**src/rtl/gb3_pkg.sv**
```systemverilog
// Shared types, constants and register codes of the 3x3 Gaussian blur block.
package gb3_pkg;

    localparam int MAX_WIDTH_DEF   = 1024;
    localparam int COEF_BITS_DEF   = 16;
    localparam int MAX_HEIGHT      = 4096;
    localparam int ROW_W           = 13;
    localparam int PIX_W           = 24;
    localparam int CHAN_W          = 8;
    localparam int CFG_INDEX_W     = 3;
    localparam int CFG_DATA_W      = 16;
    localparam int IMG_WIDTH_RAW_W = 11;

    localparam int IMAGE_WIDTH_RST  = 1024;
    localparam int IMAGE_HEIGHT_RST = 768;
    localparam int COEF_CENTER_RST  = 9684;
    localparam int COEF_EDGE_RST    = 7754;
    localparam int COEF_CORNER_RST  = 6209;

    localparam logic ACT_PIXEL = 1'b0;
    localparam logic ACT_FLUSH = 1'b1;

    typedef enum logic [CFG_INDEX_W-1:0] {
        REG_IMAGE_WIDTH  = 3'd0,
        REG_IMAGE_HEIGHT = 3'd1,
        REG_COEF_CENTER  = 3'd2,
        REG_COEF_EDGE    = 3'd3,
        REG_COEF_CORNER  = 3'd4
    } gb3_cfg_reg_t;

    // Which neighbors of the center pixel lie inside the image.
    typedef struct packed {
        logic up;
        logic down;
        logic left;
        logic right;
    } gb3_tap_mask_t;

endpackage

```
**src/rtl/gb3_weigh.sv**
```systemverilog
// Weighted 3x3 sum of one color channel: masked group sums, products, scale and clip.
module gb3_weigh (
    input  logic                                clk,
    input  logic                                en,
    input  logic [8:0][gb3_pkg::CHAN_W-1:0]     taps,
    input  gb3_pkg::gb3_tap_mask_t              mask,
    input  logic [gb3_pkg::COEF_BITS_DEF-1:0]   coef_center,
    input  logic [gb3_pkg::COEF_BITS_DEF-1:0]   coef_edge,
    input  logic [gb3_pkg::COEF_BITS_DEF-1:0]   coef_corner,
    output logic [gb3_pkg::CHAN_W-1:0]          result
);
    import gb3_pkg::*;

    localparam int COEF_BITS = COEF_BITS_DEF;
    localparam int GRP_W     = CHAN_W + 2;
    localparam int ACC_W     = COEF_BITS + CHAN_W + 4;

    logic [CHAN_W-1:0]           center_reg;
    logic [GRP_W-1:0]            edge_sum_next;
    logic [GRP_W-1:0]            edge_sum_reg;
    logic [GRP_W-1:0]            corner_sum_next;
    logic [GRP_W-1:0]            corner_sum_reg;
    logic [COEF_BITS+CHAN_W-1:0] center_prod_reg;
    logic [COEF_BITS+GRP_W-1:0]  edge_prod_reg;
    logic [COEF_BITS+GRP_W-1:0]  corner_prod_reg;
    logic [ACC_W-1:0]            acc;
    logic [ACC_W-COEF_BITS-1:0]  scaled;
    logic [CHAN_W-1:0]           result_next;
    logic [CHAN_W-1:0]           result_reg;

    // Drop taps that fall outside the image.
    always_comb
    begin
        edge_sum_next = (mask.up    ? GRP_W'(taps[1]) : '0)
                      + (mask.left  ? GRP_W'(taps[3]) : '0)
                      + (mask.right ? GRP_W'(taps[5]) : '0)
                      + (mask.down  ? GRP_W'(taps[7]) : '0);
        corner_sum_next = ((mask.up   && mask.left)  ? GRP_W'(taps[0]) : '0)
                        + ((mask.up   && mask.right) ? GRP_W'(taps[2]) : '0)
                        + ((mask.down && mask.left)  ? GRP_W'(taps[6]) : '0)
                        + ((mask.down && mask.right) ? GRP_W'(taps[8]) : '0);
    end

    always_comb
    begin
        acc = ACC_W'(center_prod_reg) + ACC_W'(edge_prod_reg) + ACC_W'(corner_prod_reg);
        scaled = acc[ACC_W-1:COEF_BITS];
        result_next = (scaled > (ACC_W-COEF_BITS)'(255)) ? '1 : scaled[CHAN_W-1:0];
    end

    always_ff @(posedge clk)
    begin
        if (en)
        begin
            center_reg      <= taps[4];
            edge_sum_reg    <= edge_sum_next;
            corner_sum_reg  <= corner_sum_next;
            center_prod_reg <= coef_center * center_reg;
            edge_prod_reg   <= coef_edge * edge_sum_reg;
            corner_prod_reg <= coef_corner * corner_sum_reg;
            result_reg      <= result_next;
        end
    end

    assign result = result_reg;

endmodule

```
**config.mk**
```make
export PLATFORM = sky130hd
export DESIGN_NAME = gb3_weigh
export DESIGN_NICKNAME = d
export VERILOG_FILES = /design/src/rtl/gb3_pkg.sv /design/src/rtl/gb3_weigh.sv
export SDC_FILE = /design/constraint.sdc
export NUM_CORES = 1
export LEC_CHECK = 0
export ABC_AREA = 1
export BUFFER_PORTS_ARGS = -buffer_cell sky130_fd_sc_hd__buf_4
export CAP_MARGIN = 20
export CELL_PAD_IN_SITES_DETAIL_PLACEMENT = 2
export CELL_PAD_IN_SITES_GLOBAL_PLACEMENT = 2
export CORE_MARGIN = 2
export CORE_UTILIZATION = 39
export DETAILED_ROUTE_END_ITERATION = 6
export GPL_TIMING_DRIVEN = 0
export PLACE_DENSITY_LB_ADDON = 0.1
export SLEW_MARGIN = 20
export SYNTH_ARGS = -nofsm -noshare
export SYNTH_HDL_FRONTEND = slang
export SYNTH_SLANG_ARGS = --single-unit
```
**constraint.sdc**
```tcl
create_clock -name clk -period 6.5 [get_ports clk]
set_input_delay 1.3 -clock clk [delete_from_list [all_inputs] [get_ports clk]]
set_output_delay 1.3 -clock clk [all_outputs]
set_load 0.01 [all_outputs]
```
# After elaboration in Yosys (flattened, before gate mapping)
# Cells that the tools add are included.
[totals]
inputBits = 126
register_bits = 112
output_inout_bits = 8
[op_classes]
order_cmp = 1
muxes = 8
multipliers = 3
reduce_logical = 4
add_sub_neg = 8
[op_table]
columns = ["operator", "count"]
rows = [
  ["8-bit two-way mux", 8],
  ["16-bit by 10-bit multiplier with 26-bit output", 2],
  ["27-bit by 26-bit adder with 28-bit output", 1],
  ["24-bit by 26-bit adder with 27-bit output", 1],
  ["16-bit by 8-bit multiplier with 24-bit output", 1],
  ["10-bit by 8-bit adder with 10-bit output", 2],
  ["9-bit by 8-bit adder with 10-bit output", 2],
  ["8-bit by 8-bit adder with 9-bit output", 2],
  ["12-bit by 8-bit greater-than comparator with 1-bit output, second input constant", 1],
  ["1-bit logical AND", 4],
]

# Longest topological paths before layout
[depth]
word_depth = 5
depth_mapped = 25
mapped_depth_nobuf = 23

# Worst setup path after synthesis
# OpenSTA, ideal clock, no wires.
[synth_path]
path_type = "input to register"
from = "input port coef_corner[7] (netlist bit)"
to = "register corner_prod_reg[21], data pin"
t_arrival_ps = 5581
slack_ps = 660
cell_stages = 22
cell_sequence = "clkbuf_1 nand2_1 fa_1 inv_1 fa_1 inv_1 fa_1 inv_1 fa_1 inv_1 fa_1 inv_1 ha_1 nand2_1 inv_1 a21oi_1 nand2_1 a21oi_1 o21ai_2 nand2_1 nand2_1 xor2_1"
[synth_via]
elab_chain_len = 1
[synth_rtl]
columns = ["item", "line", "rtl"]
rows = [
  ["from (decl)", "gb3_weigh.sv:9", "input logic [gb3_pkg::COEF_BITS_DEF-1:0] coef_corner,"],
  ["16-bit by 10-bit multiplier with 26-bit output", "gb3_weigh.sv:60", "corner_prod_reg <= coef_corner * corner_sum_reg;"],
  ["to (signal assigned)", "gb3_weigh.sv:60", ""],
  ["to (decl)", "gb3_weigh.sv:25", "logic [COEF_BITS+GRP_W-1:0] corner_prod_reg;"],
]
# Every way passes these cells.
# A chain may end at the register's enable or synchronous reset.

# Final worst setup path
[layout_path]
from = "input port coef_edge[9] (netlist bit)"
to = "register edge_prod_reg[23], data pin"
[layout_via]
elab_chain_len = 1
[layout_rtl]
columns = ["item", "line", "rtl"]
rows = [
  ["from (decl)", "gb3_weigh.sv:8", "input logic [gb3_pkg::COEF_BITS_DEF-1:0] coef_edge,"],
  ["16-bit by 10-bit multiplier with 26-bit output", "gb3_weigh.sv:59", "edge_prod_reg <= coef_edge * edge_sum_reg;"],
  ["to (signal assigned)", "gb3_weigh.sv:59", ""],
  ["to (decl)", "gb3_weigh.sv:24", "logic [COEF_BITS+GRP_W-1:0] edge_prod_reg;"],
]
# Every way passes these cells.

==> flow_results.org <==
** Logic synthesis
- Of all flip-flops after synthesis, the portion carrying an async set or reset was 0.
- Ranked by total cell area, the synthesized netlist is headed by sky130_fd_sc_hd__fa_1 (33%), sky130_fd_sc_hd__edfxtp_1 (15%), sky130_fd_sc_hd__nand2_1 (13%).
- Area of the mapped netlist :: between 20,000 and 25,000 sq um
- The share of synthesized area in the top cell type comes to 0.3305.
- Synthesized netlist cell count :: about 2,700
- Most used DFF post-synth :: sky130_fd_sc_hd__edfxtp_1
- Post-synth EDFFs :: 112
- Dominant cell type by area after synthesis :: sky130_fd_sc_hd__fa_1
- Each instance of the synthesized netlist takes up on average about 8 sq um.
- When the netlist entered floorplanning its net count stood at approximately 3,400.
- Seq cells post-synth :: 112
- Total number of yosys warnings :: 0
- Part of the Yosys area used for sequential elements :: 0.1547
- Netlist cell types :: 40

** Timing
- Setup repair after global routing left no endpoint under its margin.
- On the final layout, the worst clock skew is between 0.01 and 0.015 ns.
- Max frequency :: 162.6 MHz
- The number of max-slew violations in the final report was 0.
- The final-report hold violation count was 0.
- In the finished design, the share of the clock period the worst path needs comes to 0.9464.
- Final setup fails :: 0
- Headroom to the max-slew limit came out at 0.5145.
- Transition time at the pin with the least slew margin :: about 0.73 ns
- Final Critical Period :: 6.151 ns
- In the post-route analysis, the smallest setup slack over all paths is roughly 0.35 ns.

** Floorplanning
- Row generation in the floorplan step produced 86 rows.
- Die boundary height :: 240.1 microns
- Standard cell core area :: 55,090 sq um
- For this design the top-level I/O count stands at 134.
- The floorplan step defined a die boundary enclosing approximately 58,000 sq um.
- DIE WIDTH :: 240.1 microns
- Initial Util :: 0.3947

** Placement
- Number of buffers added on ports :: 81
- Including well taps, the total number of placed cells is approximately 3,500.
- Prior to clock tree synthesis, the placed netlist has a worst setup slack of -0.1332 ns.
- Summed over all nets, the half-perimeter wirelength after detailed placement is around 60 mm.
- Routability-driven placement finished with a final weighted congestion of ~0.84.

** Clock tree
- Bufs on Longest Clock Path :: 2
- Clock tree from TritonCTS :: yes
- Clk_lat worst skew :: roughly 0.4 ns
- Buffers inserted during clock tree synthesis total 9.
- CTS saw 112 sinks.
- CTS placed an instance of sky130_fd_sc_hd__clkbuf_16 at the clock tree root.
- H-tree levels :: 3
- Clock-pin slew reported for the worst setup and hold paths after clock tree synthesis :: 0.09 ns

** Route
- In this run the remaining antenna-violating nets after routing total 0.
- Drc violations :: 0
- Drt wl/cell :: about 19 microns
- Final routed wirelength across all metal layers :: between 60 and 70 mm
- Across all layers, the routed design uses between 15,000 and 20,000 vias.
- Before antenna repair, the detailed router went through 5 iterations.
- Number of design-rule violations left by the first detailed-router iteration :: 599
- DR vias/cell :: 4.926

** Worst setup path
- Startpoint type of the worst setup path :: primary input
- Crit path capture type :: flop
- Critical setup path kind :: primary input to flop
- Number of cell instances on the worst register-to-register path :: 19
- Of all nets on the critical path, the largest fanout is 10.
- Across all register-to-register paths, the minimum setup slack is between 0.4 and 0.5 ns.
- For the worst setup path, the data required time is around 6.7 ns.
- The worst register-to-register path begins at edge_sum_reg[1].
- The worst register-to-register path ends at edge_prod_reg[23].
- STA puts the critical path data arrival time at 6.37 ns.
- Tracing the worst setup path back leads to its startpoint at coef_edge[9].

** Global routing
- Entering global routing, the biggest net connects 84 pins.
- The first global-routing pass estimated between 100 and 150 mm of wire.
- For this run the aggregate overflow at the end of global routing stands at 0.
- Initial antenna violation count :: 4
- Tot GR Track Use :: 0.2507
- Number of global-route vias before repair :: around 21,000

** Final layout
- Fill cell count :: 6,348
- Antenna diode count :: 0
- Summing all flip-flop and latch instances after layout gives roughly 3400 sq um.
- Final design utilization :: 0.4291
- Multi-input gate area :: 15,340 sq um
- Fraction of final layout cells with drive strength greater than 1 :: 0.04252
- The finished layout holds between 3,000 and 4,000 standard cells, fillers aside.
- Compared with the post-synthesis result, the final layout area differs by 8.729%.
- Fin nets :: roughly 3,500

** Worst hold path
- Hold depth :: 3
- The worst hold path terminates at center_prod_reg[0].
- Kind of path behind the tightest hold check :: flop to flop
- The worst hold path begins at center_reg[0].

** Status
- The run finished with clean final reports.

** Job
- Number of maximum-capacitance constraint violations :: 0
-- logic make-up (layout without fill, tap and decap cells) --
| logic type | Yosys count | after routing | synth area share |
|---|---|---|---|
| compound gates | 196 | 196 | 0.05208 |
| xor+xnor | 79 | 79 | 0.03182 |
| fa+ha+maj | 570 | 570 | 0.4520 |
| buf+inv | 810 | 908 | 0.1400 |
| flops | 112 | 112 | 0.1547 |
| simple gates | 934 | 934 | 0.1695 |
-- final cells by class --
cell class	count	share of cell area
well taps	748	0.03959
clock inverters	7	0.004022
repair buffers	82	0.02704
flip-flops and latches	112	0.1423
plain buffers	110	0.01773
inverters	700	0.1111
multi-input cells	1779	0.6487
clock buffers	9	0.009526
-- through the flow --
| step | TNS [ns] | hold slack (ns) | area, sq um |
|---|---|---|---|
| 3_5_place_dp | -0.5937 | 0.8816 | 23320 |
| 3_3_place_gp | 0 | 0.8686 | 23290 |
| 2_1_floorplan | 0 | 0.7027 | 21740 |
| 4_1_cts | 0 | 0.8881 | 23640 |
| 6_report | 0 | 0.8713 | 23640 |
| 5_1_grt | 0 | 0.9230 | 23640 |
-- worst max-delay path by stage --
stage | endpoint | cells after the start
6_report | edge_prod_reg[23] | 18
5_1_grt | corner_prod_reg[21] | 22
4_1_cts | edge_prod_reg[24] | 18
3_5_place_dp | corner_prod_reg[21] | 22
3_3_place_gp | edge_prod_reg[23] | 18
2_1_floorplan | corner_prod_reg[21] | 22
-- placed cells by master (no fill, tap or decap), drive strengths merged, types with 2 or more instances in the layout --
cell / n
a31oi: 10
xor2: 50
nor4: 5
a211oi: 3
a21o: 14
o21bai: 17
edfxtp: 112
a21oi: 99
nor2: 88
o21a: 3
o21ai: 42
nand4: 11
nand2: 761
buf: 88
fa: 359
o211a: 2
nand3: 51
clkbuf: 113
inv: 705
nand3b: 4
nor3: 13
ha: 211
a21boi: 2
xnor2: 29
-- repair_timing --
item / 4_1_cts / 5_1_grt
resized for setup: 0 / 6
endpoints found under the hold margin: 0 / 0
setup endpoints to repair: 0 / 3
buffers inserted: 0 / 0
hold buffers: 0 / 0
-- critical path, stage by stage --
cell and delay (ns):
sky130_fd_sc_hd__buf_1 0.48, sky130_fd_sc_hd__nand2_1 0.18, sky130_fd_sc_hd__fa_1 0.57, sky130_fd_sc_hd__inv_1 0.06
sky130_fd_sc_hd__fa_1 0.53, sky130_fd_sc_hd__fa_1 0.46, sky130_fd_sc_hd__fa_1 0.58, sky130_fd_sc_hd__inv_1 0.06
sky130_fd_sc_hd__fa_1 0.53, sky130_fd_sc_hd__inv_1 0.04, sky130_fd_sc_hd__ha_1 0.37, sky130_fd_sc_hd__nand2_1 0.12
sky130_fd_sc_hd__nor2_1 0.14, sky130_fd_sc_hd__nand2_1 0.06, sky130_fd_sc_hd__o21ai_0 0.43, sky130_fd_sc_hd__nand3_1 0.14
sky130_fd_sc_hd__nand2_1 0.11, sky130_fd_sc_hd__xor2_1 0.18
-- cells in the mapped netlist, types with 14 or more instances --
master,n
sky130_fd_sc_hd__nor2_1,85
sky130_fd_sc_hd__xnor2_1,29
sky130_fd_sc_hd__ha_1,211
sky130_fd_sc_hd__fa_1,359
sky130_fd_sc_hd__nand2_1,758
sky130_fd_sc_hd__o21bai_1,16
sky130_fd_sc_hd__a21oi_1,99
sky130_fd_sc_hd__xor2_1,50
sky130_fd_sc_hd__edfxtp_1,112
sky130_fd_sc_hd__inv_1,699
sky130_fd_sc_hd__a21o_1,14
sky130_fd_sc_hd__o21ai_0,40
sky130_fd_sc_hd__nand3_1,49
sky130_fd_sc_hd__clkbuf_1,104
-- per-layer routing --
layer  routed length [microns]  track usage  vias up
met5                        54            0        -
met1                     29930       0.3125     9046
met2                     35590       0.4613      194
li1                          -            -     8148
met4                      1274      0.05232        8
met3                      1910      0.03284       76
Power is left out: the tool's default activity adds up to more than one toggle a clock period on the data nets, which glitch-free logic cannot reach.
